## config.mk

```make
export PLATFORM = sky130hd
export DESIGN_NAME = midpoint_circle_rasterizer
export DESIGN_NICKNAME = d
export VERILOG_FILES = /design/src/rtl/mcr_pkg.sv /design/src/rtl/mcr_front.sv /design/src/rtl/mcr_queue.sv /design/src/rtl/mcr_back.sv /design/src/rtl/midpoint_circle_rasterizer.sv
export SDC_FILE = /design/constraint.sdc
export NUM_CORES = 1
export LEC_CHECK = 0
export BUFFER_PORTS_ARGS = -buffer_cell sky130_fd_sc_hd__buf_4
export CAP_MARGIN = 20
export CORE_MARGIN = 2
export CORE_UTILIZATION = 50
export CTS_CLUSTER_SIZE = 28
export DETAILED_ROUTE_END_ITERATION = 8
export PLACE_DENSITY_LB_ADDON = 0.05
export RECOVER_POWER = 25
export SKIP_LAST_GASP = 1
export SYNTH_ARGS = -nofsm -noshare
export SYNTH_HDL_FRONTEND = slang
export SYNTH_SLANG_ARGS = --single-unit
```

## constraint.sdc

```tcl
create_clock -name clk -period 4.6 [get_ports clk]
set_input_delay 0.46 -clock clk [delete_from_list [all_inputs] [get_ports clk]]
set_output_delay 0.46 -clock clk [all_outputs]
set_load 0.05 [all_outputs]
```

## src/rtl/mcr_pkg.sv

```systemverilog
// Shared types and constants for the midpoint circle rasterizer.
package mcr_pkg;

	localparam int COORD_W     = 11;
	localparam int RADIUS_W    = 7;
	localparam int COLOR_W     = 8;
	localparam int GRID_W      = 11;
	localparam int MASK_W      = 8;
	localparam int STEP_CNT_W  = 6;
	localparam int IN_TDATA_W  = 40;
	localparam int OUT_TDATA_W = 32;
	localparam int CFG_INDEX_W = 2;
	localparam int QUEUE_DEPTH = 4;
	localparam int QUEUE_PTR_W = 2;
	localparam int QUEUE_CNT_W = 3;

	localparam logic [RADIUS_W-1:0]   MAX_RADIUS  = 7'd88;
	localparam logic [STEP_CNT_W-1:0] STEP_LAST   = 6'd63;
	localparam logic [GRID_W-1:0]     GRID_W_RST  = 11'd400;
	localparam logic [GRID_W-1:0]     GRID_H_RST  = 11'd300;

	// configuration register indexes
	localparam logic [CFG_INDEX_W-1:0] REG_GRID_WIDTH  = 2'd0;
	localparam logic [CFG_INDEX_W-1:0] REG_GRID_HEIGHT = 2'd1;

	typedef struct packed {
		logic signed [COORD_W-1:0] center_x;
		logic signed [COORD_W-1:0] center_y;
		logic [RADIUS_W-1:0]       radius;
		logic [COLOR_W-1:0]        color_code;
	} circle_t;

endpackage

```

## src/rtl/mcr_front.sv

```systemverilog
// Input stage: unpacks a circle word, saturates the radius, registers it for the queue.
module mcr_front (
	input  logic                           clk,
	input  logic                           arst_n,
	input  logic                           s_tvalid,
	output logic                           s_tready,
	input  logic [mcr_pkg::IN_TDATA_W-1:0] s_tdata,
	output logic                           push_valid,
	input  logic                           push_ready,
	output mcr_pkg::circle_t               push_item
);
	import mcr_pkg::*;

	logic    valid_q;
	circle_t item_q;
	circle_t item_d;
	logic [RADIUS_W-1:0] radius_in;

	always_comb begin
		radius_in           = s_tdata[28:22];
		item_d.center_x     = $signed(s_tdata[10:0]);
		item_d.center_y     = $signed(s_tdata[21:11]);
		item_d.radius       = (radius_in > MAX_RADIUS) ? MAX_RADIUS : radius_in;
		item_d.color_code   = s_tdata[36:29];
	end

	assign s_tready   = !valid_q || push_ready;
	assign push_valid = valid_q;
	assign push_item  = item_q;

	always_ff @(posedge clk or negedge arst_n) begin
		if (!arst_n) begin
			valid_q <= 1'b0;
		end else if (s_tready) begin
			valid_q <= s_tvalid;
		end
	end

	always_ff @(posedge clk) begin
		if (s_tvalid && s_tready) begin
			item_q <= item_d;
		end
	end

endmodule

```

## src/rtl/mcr_queue.sv

```systemverilog
// Short circle queue between the input stage and the octant walker.
module mcr_queue (
	input  logic             clk,
	input  logic             arst_n,
	input  logic             push_valid,
	output logic             push_ready,
	input  mcr_pkg::circle_t push_item,
	output logic             pop_valid,
	input  logic             pop_ready,
	output mcr_pkg::circle_t pop_item
);
	import mcr_pkg::*;

	circle_t                mem_q [QUEUE_DEPTH];
	logic [QUEUE_PTR_W-1:0] wr_ptr_q;
	logic [QUEUE_PTR_W-1:0] rd_ptr_q;
	logic [QUEUE_CNT_W-1:0] count_q;
	logic                   push;
	logic                   pop;

	assign push_ready = (count_q != QUEUE_CNT_W'(QUEUE_DEPTH));
	assign pop_valid  = (count_q != '0);
	assign pop_item   = mem_q[rd_ptr_q];
	assign push       = push_valid && push_ready;
	assign pop        = pop_valid && pop_ready;

	always_ff @(posedge clk or negedge arst_n) begin
		if (!arst_n) begin
			wr_ptr_q <= '0;
			rd_ptr_q <= '0;
			count_q  <= '0;
		end else begin
			if (push) begin
				wr_ptr_q <= wr_ptr_q + 1'b1;
			end
			if (pop) begin
				rd_ptr_q <= rd_ptr_q + 1'b1;
			end
			case ({push, pop})
				2'b10:   count_q <= count_q + 1'b1;
				2'b01:   count_q <= count_q - 1'b1;
				default: count_q <= count_q;
			endcase
		end
	end

	always_ff @(posedge clk) begin
		if (push) begin
			mem_q[wr_ptr_q] <= push_item;
		end
	end

endmodule

```

## src/rtl/mcr_back.sv

```systemverilog
// Octant walker: midpoint decision update, grid mask and output register.
module mcr_back (
	input  logic                            clk,
	input  logic                            arst_n,
	input  logic                            pop_valid,
	output logic                            pop_ready,
	input  mcr_pkg::circle_t                pop_item,
	input  logic [mcr_pkg::GRID_W-1:0]      grid_width,
	input  logic [mcr_pkg::GRID_W-1:0]      grid_height,
	output logic                            m_tvalid,
	input  logic                            m_tready,
	output logic [mcr_pkg::OUT_TDATA_W-1:0] m_tdata,
	output logic                            m_tlast
);
	import mcr_pkg::*;

	function automatic logic on_grid(logic signed [COORD_W:0] px, logic signed [COORD_W:0] py,
			logic [GRID_W-1:0] gw, logic [GRID_W-1:0] gh);
		logic ok;
		ok = !px[COORD_W] && !py[COORD_W] && (px[COORD_W-1:0] < gw) && (py[COORD_W-1:0] < gh);
		return ok;
	endfunction

	// walker state
	logic                      active_q;
	logic [RADIUS_W-1:0]       x_q;
	logic [RADIUS_W-1:0]       y_q;
	logic signed [10:0]        d_q;
	logic [STEP_CNT_W-1:0]     cnt_q;
	logic signed [COORD_W-1:0] cx_q;
	logic signed [COORD_W-1:0] cy_q;
	logic [COLOR_W-1:0]        color_q;

	// output register
	logic                      m_tvalid_q;
	logic [OUT_TDATA_W-1:0]    m_tdata_q;
	logic                      m_tlast_q;

	logic                      adv;
	logic                      pop;
	logic signed [8:0]         x1;
	logic signed [8:0]         y1;
	logic signed [8:0]         diff;
	logic signed [10:0]        d_next;
	logic                      last_w;
	logic signed [COORD_W:0]   cx_e, cy_e, ox_e, oy_e;
	logic signed [COORD_W:0]   cxpx, cxmx, cxpy, cxmy, cypx, cymx, cypy, cymy;
	logic [MASK_W-1:0]         mask;

	always_comb begin
		adv       = active_q && (!m_tvalid_q || m_tready);
		pop_ready = !active_q;
		pop       = pop_valid && pop_ready;

		x1   = $signed({2'b00, x_q}) + 9'sd1;
		y1   = (d_q > 11'sd0) ? ($signed({2'b00, y_q}) - 9'sd1) : $signed({2'b00, y_q});
		diff = x1 - y1;
		if (d_q > 11'sd0) begin
			d_next = d_q + $signed({diff, 2'b00}) + 11'sd10;
		end else begin
			d_next = d_q + $signed({x1, 2'b00}) + 11'sd6;
		end
		last_w = (y1 < x1) || (cnt_q == STEP_LAST);

		cx_e = {cx_q[COORD_W-1], cx_q};
		cy_e = {cy_q[COORD_W-1], cy_q};
		ox_e = $signed({5'b00000, x_q});
		oy_e = $signed({5'b00000, y_q});
		cxpx = cx_e + ox_e;
		cxmx = cx_e - ox_e;
		cxpy = cx_e + oy_e;
		cxmy = cx_e - oy_e;
		cypx = cy_e + ox_e;
		cymx = cy_e - ox_e;
		cypy = cy_e + oy_e;
		cymy = cy_e - oy_e;

		mask[0] = on_grid(cxpx, cypy, grid_width, grid_height);
		mask[1] = on_grid(cxmx, cypy, grid_width, grid_height);
		mask[2] = on_grid(cxpx, cymy, grid_width, grid_height);
		mask[3] = on_grid(cxmx, cymy, grid_width, grid_height);
		mask[4] = on_grid(cxpy, cypx, grid_width, grid_height);
		mask[5] = on_grid(cxmy, cypx, grid_width, grid_height);
		mask[6] = on_grid(cxpy, cymx, grid_width, grid_height);
		mask[7] = on_grid(cxmy, cymx, grid_width, grid_height);
	end

	always_ff @(posedge clk or negedge arst_n) begin
		if (!arst_n) begin
			active_q   <= 1'b0;
			m_tvalid_q <= 1'b0;
		end else begin
			if (pop) begin
				active_q <= 1'b1;
			end else if (adv && last_w) begin
				active_q <= 1'b0;
			end
			if (adv) begin
				m_tvalid_q <= 1'b1;
			end else if (m_tready) begin
				m_tvalid_q <= 1'b0;
			end
		end
	end

	always_ff @(posedge clk) begin
		if (pop) begin
			x_q     <= '0;
			y_q     <= pop_item.radius;
			d_q     <= 11'sd3 - $signed({3'b000, pop_item.radius, 1'b0});
			cnt_q   <= '0;
			cx_q    <= pop_item.center_x;
			cy_q    <= pop_item.center_y;
			color_q <= pop_item.color_code;
		end else if (adv) begin
			x_q   <= x1[RADIUS_W-1:0];
			y_q   <= y1[RADIUS_W-1:0];
			d_q   <= d_next;
			cnt_q <= cnt_q + 1'b1;
		end
		if (adv) begin
			m_tdata_q <= {2'b00, color_q, mask, y_q, x_q};
			m_tlast_q <= last_w;
		end
	end

	assign m_tvalid = m_tvalid_q;
	assign m_tdata  = m_tdata_q;
	assign m_tlast  = m_tlast_q;

	// walk stays in the first octant while running
	a_octant: assert property (@(posedge clk) disable iff (!arst_n)
		active_q |-> (y_q >= x_q))
		else $error("walker left the octant");

	a_x_bound: assert property (@(posedge clk) disable iff (!arst_n)
		active_q |-> (x_q <= 7'd63))
		else $error("x offset beyond step limit");

	a_d_range: assert property (@(posedge clk) disable iff (!arst_n)
		active_q |-> ((d_q > -11'sd400) && (d_q < 11'sd400)))
		else $error("decision value out of range");

	a_end_word: assert property (@(posedge clk) disable iff (!arst_n)
		$fell(active_q) |-> (m_tvalid_q && m_tlast_q))
		else $error("circle ended without a final word");

endmodule

```

## src/rtl/midpoint_circle_rasterizer.sv

```systemverilog
// Top level of the midpoint circle rasterizer: config registers, front, queue, walker.
//
//  channel | dir | handshake          | word
//  --------+-----+--------------------+--------------------------------------------
//  s_*     | in  | s_tvalid/s_tready  | one circle: center_x, center_y, radius, color
//  m_*     | out | m_tvalid/m_tready  | one octant step: x, y, mask, color; tlast=final
//  cfg_*   | in  | cfg_valid/cfg_ready| grid_width (index 0) or grid_height (index 1)
//
//  A circle of radius r gives about r/sqrt(2)+1 output words, at most 64 (63 for r = 88).
//  The walker emits one word per cycle while m_tready does not stall it, and takes a
//  new circle only after the final word of the previous one has been registered.
//  Reset sets grid_width to 400 and grid_height to 300 and empties the queue.
//  Low m_tready freezes the walker once an output word is waiting; the input register
//  and a 4-deep queue keep taking circles meanwhile until full. cfg_ready is always high.
module midpoint_circle_rasterizer (
	input  logic                            clk,
	input  logic                            arst_n,
	input  logic                            s_tvalid,
	output logic                            s_tready,
	// [10:0] center_x, [21:11] center_y, [28:22] radius, [36:29] color_code, [39:37] zero
	input  logic [mcr_pkg::IN_TDATA_W-1:0]  s_tdata,
	output logic                            m_tvalid,
	input  logic                            m_tready,
	// [6:0] step_x, [13:7] step_y, [21:14] on_grid_mask, [29:22] paint_color, [31:30] zero
	output logic [mcr_pkg::OUT_TDATA_W-1:0] m_tdata,
	output logic                            m_tlast,   // last_step
	input  logic                            cfg_valid,
	output logic                            cfg_ready,
	input  logic [mcr_pkg::CFG_INDEX_W-1:0] cfg_index,
	input  logic [mcr_pkg::GRID_W-1:0]      cfg_data
);
	import mcr_pkg::*;

	logic [GRID_W-1:0] grid_width_q;
	logic [GRID_W-1:0] grid_height_q;

	logic    push_valid, push_ready;
	circle_t push_item;
	logic    pop_valid, pop_ready;
	circle_t pop_item;

	assign cfg_ready = 1'b1;

	// grid registers; unknown indexes are dropped
	always_ff @(posedge clk or negedge arst_n) begin
		if (!arst_n) begin
			grid_width_q  <= GRID_W_RST;
			grid_height_q <= GRID_H_RST;
		end else if (cfg_valid && cfg_ready) begin
			case (cfg_index)
				REG_GRID_WIDTH:  grid_width_q  <= cfg_data;
				REG_GRID_HEIGHT: grid_height_q <= cfg_data;
				default: ;
			endcase
		end
	end

	mcr_front u_front (
		.clk        (clk),
		.arst_n     (arst_n),
		.s_tvalid   (s_tvalid),
		.s_tready   (s_tready),
		.s_tdata    (s_tdata),
		.push_valid (push_valid),
		.push_ready (push_ready),
		.push_item  (push_item)
	);

	mcr_queue u_queue (
		.clk        (clk),
		.arst_n     (arst_n),
		.push_valid (push_valid),
		.push_ready (push_ready),
		.push_item  (push_item),
		.pop_valid  (pop_valid),
		.pop_ready  (pop_ready),
		.pop_item   (pop_item)
	);

	mcr_back u_back (
		.clk         (clk),
		.arst_n      (arst_n),
		.pop_valid   (pop_valid),
		.pop_ready   (pop_ready),
		.pop_item    (pop_item),
		.grid_width  (grid_width_q),
		.grid_height (grid_height_q),
		.m_tvalid    (m_tvalid),
		.m_tready    (m_tready),
		.m_tdata     (m_tdata),
		.m_tlast     (m_tlast)
	);

endmodule
```

Word level (Yosys, flattened, before mapping)
Memory sizes are Yosys's and may differ from the RTL's.
Index checks and enable logic that the tools add are counted.
{"block": "word_totals", "mem_bits_rw": 148, "elab_cells": 123, "reg_bits": 161, "memories": 1, "inputBits": 58}
{"block": "op_classes", "muxes": 13, "n_eq_ne": 5, "add_sub_neg": 21, "n_lt_le_gt_ge": 11, "reduce_logical": 51}
{"memory": "u_queue.mem_q", "depth": 4, "width": 37, "read_ports": 1, "rd_ports_with_merged_regs": 0, "wr": 1, "line_no": "mcr_queue.sv:14", "source": "circle_t mem_q [QUEUE_DEPTH];"}
{"op": "less-than comparator 11 bit", "count": 8}
{"op": "adder 11 x 8 -> 12 bit", "count": 4}
{"op": "subtractor 11 x 8 -> 12 bit", "count": 4}
{"op": "two-way mux 11 bit", "count": 3}
{"op": "logical AND 1 bit", "count": 29}
{"op": "adder 11 bit", "count": 2}
{"op": "two-way mux 7 bit", "count": 2}
{"op": "adder 11 x 4 -> 11 bit, second input constant", "count": 1}
{"op": "adder 11 x 5 -> 11 bit, second input constant", "count": 1}
{"op": "> comparator 11 x 1 -> 1 bit, second input constant", "count": 1}
{"op": "zero test 1 bit", "count": 11}
{"op": "less-than comparator 9 bit", "count": 1}
{"op": "two-way mux 9 bit", "count": 1}
{"op": "subtractor 2 x 8 -> 9 bit, first input constant", "count": 1}
{"op": "subtractor 9 bit", "count": 1}
{"op": "adder 7 x 1 -> 8 bit, second input constant", "count": 1}
{"op": "nonzero test 2 bit", "count": 4}
{"op": "subtractor 7 x 1 -> 8 bit, second input constant", "count": 1}
{"op": "> comparator 7 bit, second input constant", "count": 1}
{"op": "adder 6 x 1 -> 6 bit, second input constant", "count": 1}
{"op": "== test 6 bit, second input constant", "count": 1}
{"op": "two-way mux 1 bit", "count": 6}
{"op": "one-hot mux 3 bit (2 select lines)", "count": 1}
{"op": "adder 2 x 1 -> 2 bit, second input constant", "count": 2}
{"op": "other kinds (9)", "count": 13}

Logic depth before layout (Yosys ltp)
{"block": "logic_depth", "depth_word": 8, "mapped_depth": 19, "mapped_depth_nobuf": 19}

Hierarchy
From an unflattened synthesis, not the netlist that was laid out.
{"block": "unflattened", "cells_unflattened": 1291, "hier_area_um2": 16942.5}
{"mod": "mcr_back", "cells_each": 961, "area_per_inst_um2": 9116.2, "n_inst": 1}
{"mod": "mcr_queue", "cells_each": 230, "area_per_inst_um2": 5754.3, "n_inst": 1}
{"mod": "mcr_front", "cells_each": 50, "area_per_inst_um2": 1214.9, "n_inst": 1}
{"mod": "midpoint_circle_rasterizer", "cells_each": 50, "area_per_inst_um2": 857.1, "n_inst": 1}

Least setup slack after synthesis
Ideal clock, no wire load.
{"block": "synth_timing", "path_type": "reg2reg", "startpoint": "register u_back.y_q[1]", "endpoint": "register u_back.d_q[9], data pin", "stages_incl_launch_ff": 20, "n_path_buf": 0, "arrival_ns": 3.575, "slack_ns": 0.757, "path_cell_list": "edfxtp_1 > inv_1 > ha_1 > nor2_1 > nor2_1 > xnor2_1 > ha_1 > a21oi_1 > maj3_2 > a21oi_2 > a21o_1 > a21oi_1 > xnor2_1 > ha_1 > ha_1 > a21oi_1 > o21ai_0 > xor2_1 > o21ai_0 > nand2_1"}
{"block": "synth_via", "elab_chain_len": 8}
{"item": "start: declaration", "line_no": "mcr_back.sv:27", "source": "logic [RADIUS_W-1:0] y_q;"}
{"item": "start signal: assignment", "line_no": "mcr_back.sv:109", "source": "y_q <= pop_item.radius;"}
{"item": "start signal: assignment", "line_no": "mcr_back.sv:117", "source": "y_q <= y1[RADIUS_W-1:0];"}
{"item": "subtractor 7 x 1 -> 8 bit", "line_no": "mcr_back.sv:56", "source": "y1 = (d_q > 11'sd0) ? ($signed({2'b00, y_q}) - 9'sd1) : $signed({2'b00, y_q});"}
{"item": "two-way mux 9 bit *", "line_no": "mcr_back.sv:56"}
{"item": "subtractor 9 bit *", "line_no": "mcr_back.sv:57", "source": "diff = x1 - y1;"}
{"item": "adder 11 bit *", "line_no": "mcr_back.sv:59", "source": "d_next = d_q + $signed({diff, 2'b00}) + 11'sd10;"}
{"item": "adder 11 x 5 -> 11 bit *", "line_no": "mcr_back.sv:59"}
{"item": "two-way mux 11 bit *", "line_no": "mcr_back.sv:58", "source": "if (d_q > 11'sd0) begin"}
{"item": "two-way mux 11 bit *", "line_no": "mcr_back.sv:115", "source": "end else if (adv) begin"}
{"item": "two-way mux 11 bit *", "line_no": "mcr_back.sv:107", "source": "if (pop) begin"}
{"item": "end signal: assignment", "line_no": "mcr_back.sv:110", "source": "d_q <= 11'sd3 - $signed({3'b000, pop_item.radius, 1'b0});"}
{"item": "end signal: assignment", "line_no": "mcr_back.sv:118", "source": "d_q <= d_next;"}
{"item": "end: declaration", "line_no": "mcr_back.sv:28", "source": "logic signed [10:0] d_q;"}
Every way passes the cells marked *; elsewhere a longest branch is shown, timed or not. The select of a mux whose other input is x is not followed.
A chain may end at the register's enable or synchronous reset.

Worst setup path in the final report
{"block": "layout_timing", "startpoint": "register u_back.cx_q[1]", "endpoint": "register u_back.m_tdata_q[19] (netlist: u_back.m_tdata[19]), data pin"}
{"block": "layout_via", "elab_chain_len": 5, "elab_cells_between_ends": 6, "classes_between": "add/sub: 1; order compare: 1; reduce/logical: 4"}
{"item": "start: declaration", "line_no": "mcr_back.sv:30", "source": "logic signed [COORD_W-1:0] cx_q;"}
{"item": "start signal: assignment", "line_no": "mcr_back.sv:112", "source": "cx_q <= pop_item.center_x;"}
{"item": "subtractor 11 x 8 -> 12 bit *", "line_no": "mcr_back.sv:72", "source": "cxmy = cx_e - oy_e;"}
{"item": "parallel branches: the longest is 2 deep, another holds less-than comparator 11 bit"}
{"item": "logical AND 1 bit * (2 in a row)", "line_no": "mcr_back.sv:20", "source": "ok = !px[COORD_W] && !py[COORD_W] && (px[COORD_W-1:0] < gw) && (py[COORD_W-1:0] < gh);"}
{"item": "named net u_back.mask[5]", "line_no": "mcr_back.sv:48", "source": "logic [MASK_W-1:0] mask;"}
{"item": "end signal: assignment", "line_no": "mcr_back.sv:122", "source": "m_tdata_q <= {2'b00, color_q, mask, y_q, x_q};"}
{"item": "end: declaration", "line_no": "mcr_back.sv:36", "source": "logic [OUT_TDATA_W-1:0] m_tdata_q;"}
Mark *: on every way through the listed nets, which the timed path passes.

==> key figures <==
Logic synthesis
  – Flops & latches, synth: 308
  – Yosys cell types: 65
  – Mean Syn Cell Area: approximately 13 sq um
  – Largest cells by area after synthesis: edfxtp_1, ha_1, mux4_2
  – EDFF count, synth: 263
  – Post-synthesis async set-or-reset flop share: 10.39%
  – Post-synth top cells: edfxtp_1, ha_1, inv_1
  – Syn Std Cell Area: around 0.017 sq mm
  – Synth top area share: ~47%
  – Synth warn: 0
  – Top_reg_cell synth: edfxtp_1
  – Syn Inst Count: between 1000 and 1500
  – Most frequent cell after synthesis: edfxtp_1
  – Cell taking the most area after synthesis: edfxtp_1
  – Sequential share of the synthesized area: 53.61%

Power
  – Cell internal pwr: between 0.009 and 0.01 W
  – Power Density: a little over 800 mW/mm^2
  – VDD IR-drop max: between 0.6 and 0.7 mV
  – Net Sw Frac: about two fifths
  – Sequential Power Share: between 20% and 30%
  – Switch Pwr: 0.006320 W
  – Leak Pwr: about 7.7 nW
  – Clock power share: roughly 18%
  – Combinational power share: a little over half

Clock network
  – Worst-Skew Late Latency: between 0.5 and 0.6 ns
  – Total CTS buffers: 34
  – H-tree levels: 2
  – Max clock buf depth: 3
  – Clock Pin Slew Worst Setup and Hold Paths: around 0.060 ns
  – Clock sink count: 308
  – # resized after CTS: 0
  – CTS tree: done
  – Clock tree root buffer cell: clkbuf_16

Die
  – I/O pin cnt: 94
  – Die width: approximately 190 um
  – Initial core utilization: between 50% and 60%
  – Die area: roughly 0.035 sq mm
  – Die Height: about 190 um
  – Core ar.: approximately 0.033 sq mm
  – Rows: 66

Status
  – Outcome: finished, final reports clean

Layout
  – Synth-to-Final Area Change: 14.28%
  – Layout net count: 1646
  – N_diodes: 0
  – Utilization after layout: around three fifths
  – Share of cells above drive strength 1: between 15 and 20%

Global routing
  – Vias in the first global route: a little under 10000
  – First-pass GRT wire length: between 50 and 60 mm
  – Gr ovfl total: 0
  – Initial antenna violation count: 0
  – Largest net degree at the start of global routing: 47
  – Overall Global Routing Usage: about a fifth

Route
  – Final wirelength: 34.01 mm
  – Vias: between 9000 and 10000
  – Iter 0 DRT Violations: 566
  – DRT antenna net count: 0
  – Via/cell ratio: roughly 5.4
  – Drt drc: 0
  – Wire length per cell: about 18 um
  – Drt pass-1 iters: 5

STA
  – Final Max Slew Viols: 0
  – Max Freq: roughly 0.24 GHz
  – RSZ-0062 raised after global routing: false
  – Worst Skew: around 0.028 ns
  – Min cycle time layout: roughly 4.1 ns
  – Hold Fails Final Rpt: 0
  – Pin slew with the least headroom to its limit: 1.041 ns
  – TNS Setup: 0 ns
  – Worst slew margin: a little under a third
  – Post-route clock period utilization: 89.72%
  – Count of final setup violators: 0
  – Fin Hold WS: 0.1359 ns

Place
  – RePlAce Congestion: around 0.83
  – # port buffers: between 80 and 90
  – HPWL after detailed placement: around 24 mm

Worst setup path
  – Required @ worst endpoint: around 5 ns
  – Setup CP Type: reg -> reg
  – Worst path arrival time: 4.53 ns
  – Crit. End Element: register
  – Critical-path maximum fanout: 8
  – Crit path launch type: register

Hold path
  – Worst Hold Class: in -> reg

Run
  – Max cap viols: 0
area by class of cell:
cell class                      count  area (sq um)
Inverter                          105         394.1
Clock buffer                       39         869.6
Timing Repair Buffer              106         790.8
Tap cell                          442         553.0
Clock inverter                     20         291.5
Multi-Input combinational cell    838          7249
Fill cell                        2694         13580
Sequential cell                   308          8969
metal layers:
layer,vias to the layer above,global-route usage [%],wire (um)
li1,4890,-,-
met1,4868,28.07,16080
met2,187,32.27,15870
met3,35,3.002,1569
met4,0,3.694,484
met5,-,0,0
flip-flops by register name, indices dropped and copies added, names as in the netlist:
signal,count
u_queue.mem_q,148
u_front.push_item,37
u_back.m_tdata,30
grid_height_q,11
grid_width_q,11
u_back.cx_q,11
u_back.cy_q,11
u_back.d_q,10
u_back.color_q,8
u_back.x_q,7
u_back.y_q,7
u_back.cnt_q,6
u_queue.count_q,3
u_queue.rd_ptr_q,2
u_queue.wr_ptr_q,2
u_back.active_q,1
u_back.m_tlast,1
u_back.m_tvalid,1
u_front.push_valid,1
logic make-up after synthesis:
family          share of synthesized area [%]
compound gates                          9.125
simple gates                            6.859
other cells                           0.04489
fa+ha+maj                               15.15
xor+xnor                                6.156
buf+inv                                 3.149
flops                                   53.61
mux                                     5.916
placed cells by master, fill, tap and decap left out, types with 4 or more instances in the layout:
cell type and instances:
nor2_1 66, o21a_1 4, o21ai_0 47, edfxtp_1 263, nor3_1 17, buf_4 74
and2_2 6, o31ai_1 7, nand2_1 62, clkbuf_4 29, a21oi_1 80, xor2_1 38
nor2b_1 18, inv_1 102, dfrtp_1 24, dfstp_2 7, a21o_1 40, a211oi_1 8
nand2b_1 11, ha_1 184, mux4_2 37, nand3_1 16, fa_1 11, and3_1 6
clkbuf_1 7, or3_1 5, bufinv_16 6, dfxtp_1 13, clkinv_1 7, xnor2_1 74
o21bai_1 26, mux2_2 13, clkbuf_16 34, nand4_1 7, and2_1 9
worst max-delay path, cell delays in order, from the launching register on:
cell	delay, ns
edfxtp_1	0.61
ha_1	0.40
nor2b_1	0.13
o21ai_0	0.23
a21oi_1	0.13
o21ai_0	0.28
a21oi_1	0.14
o21ai_0	0.26
nand2b_1	0.14
o31ai_1	0.20
nand2_1	0.08
ha_1	0.29
a21o_1	0.18
a211oi_1	0.22
o21ai_0	0.11
nor3b_1	0.39
and2_2	0.21
per-stage QoR:
| stage | power (W) | worst slack, ns | instance area (sq um) | std cells |
|---|---|---|---|---|
| final | 0.01587 | 0.4731 | 19120 | 1858 |
| after global routing | 0.01733 | 0.07513 | 19120 | 1858 |
| after CTS | 0.01607 | 0.5015 | 19120 | 1858 |
| after detailed placement | 0.01316 | 0.5075 | 17950 | 1798 |
| after global placement | 0.01302 | 0.5476 | 17950 | 1798 |
| after floorplan | 0.01111 | 0.7573 | 16730 | 1282 |
power groups by stage:
stage	clock network (W)	logic, W	registers [W]
6_report	0.00281	0.00848	0.00457
5_1_grt	0.00299	0.00968	0.00466
4_1_cts	0.00288	0.00860	0.00458
3_5_place_dp	0	0.00852	0.00464
3_3_place_gp	0	0.00840	0.00461
2_1_floorplan	0	0.00630	0.00481
path summary, 6_finish.rpt:
kind                              startpoint                    to  slack (ns)  depth (start not counted)
setup / recovery              u_back.cx_q[1]    u_back.m_tdata[19]        0.47                         16
hold / removal                   s_tdata[29]  u_front.push_item[0]        0.14                          1
setup reg to reg              u_back.cx_q[1]    u_back.m_tdata[19]        0.47                         16
hold reg to reg            u_back.color_q[5]    u_back.m_tdata[27]        0.42                          0
max in group asynchronous             arst_n      grid_height_q[2]        3.79                          2
min in group asynchronous             arst_n   u_queue.wr_ptr_q[0]        0.43                          2
what timing repair did:
item / in CTS / in global routing
hold buffers: 1 / 0
setup buffers: 0 / 0
endpoints found under the hold margin: 25 / 0
setup endpoints to repair: 0 / 0
Note: power is estimated with default switching activity, not from simulation.
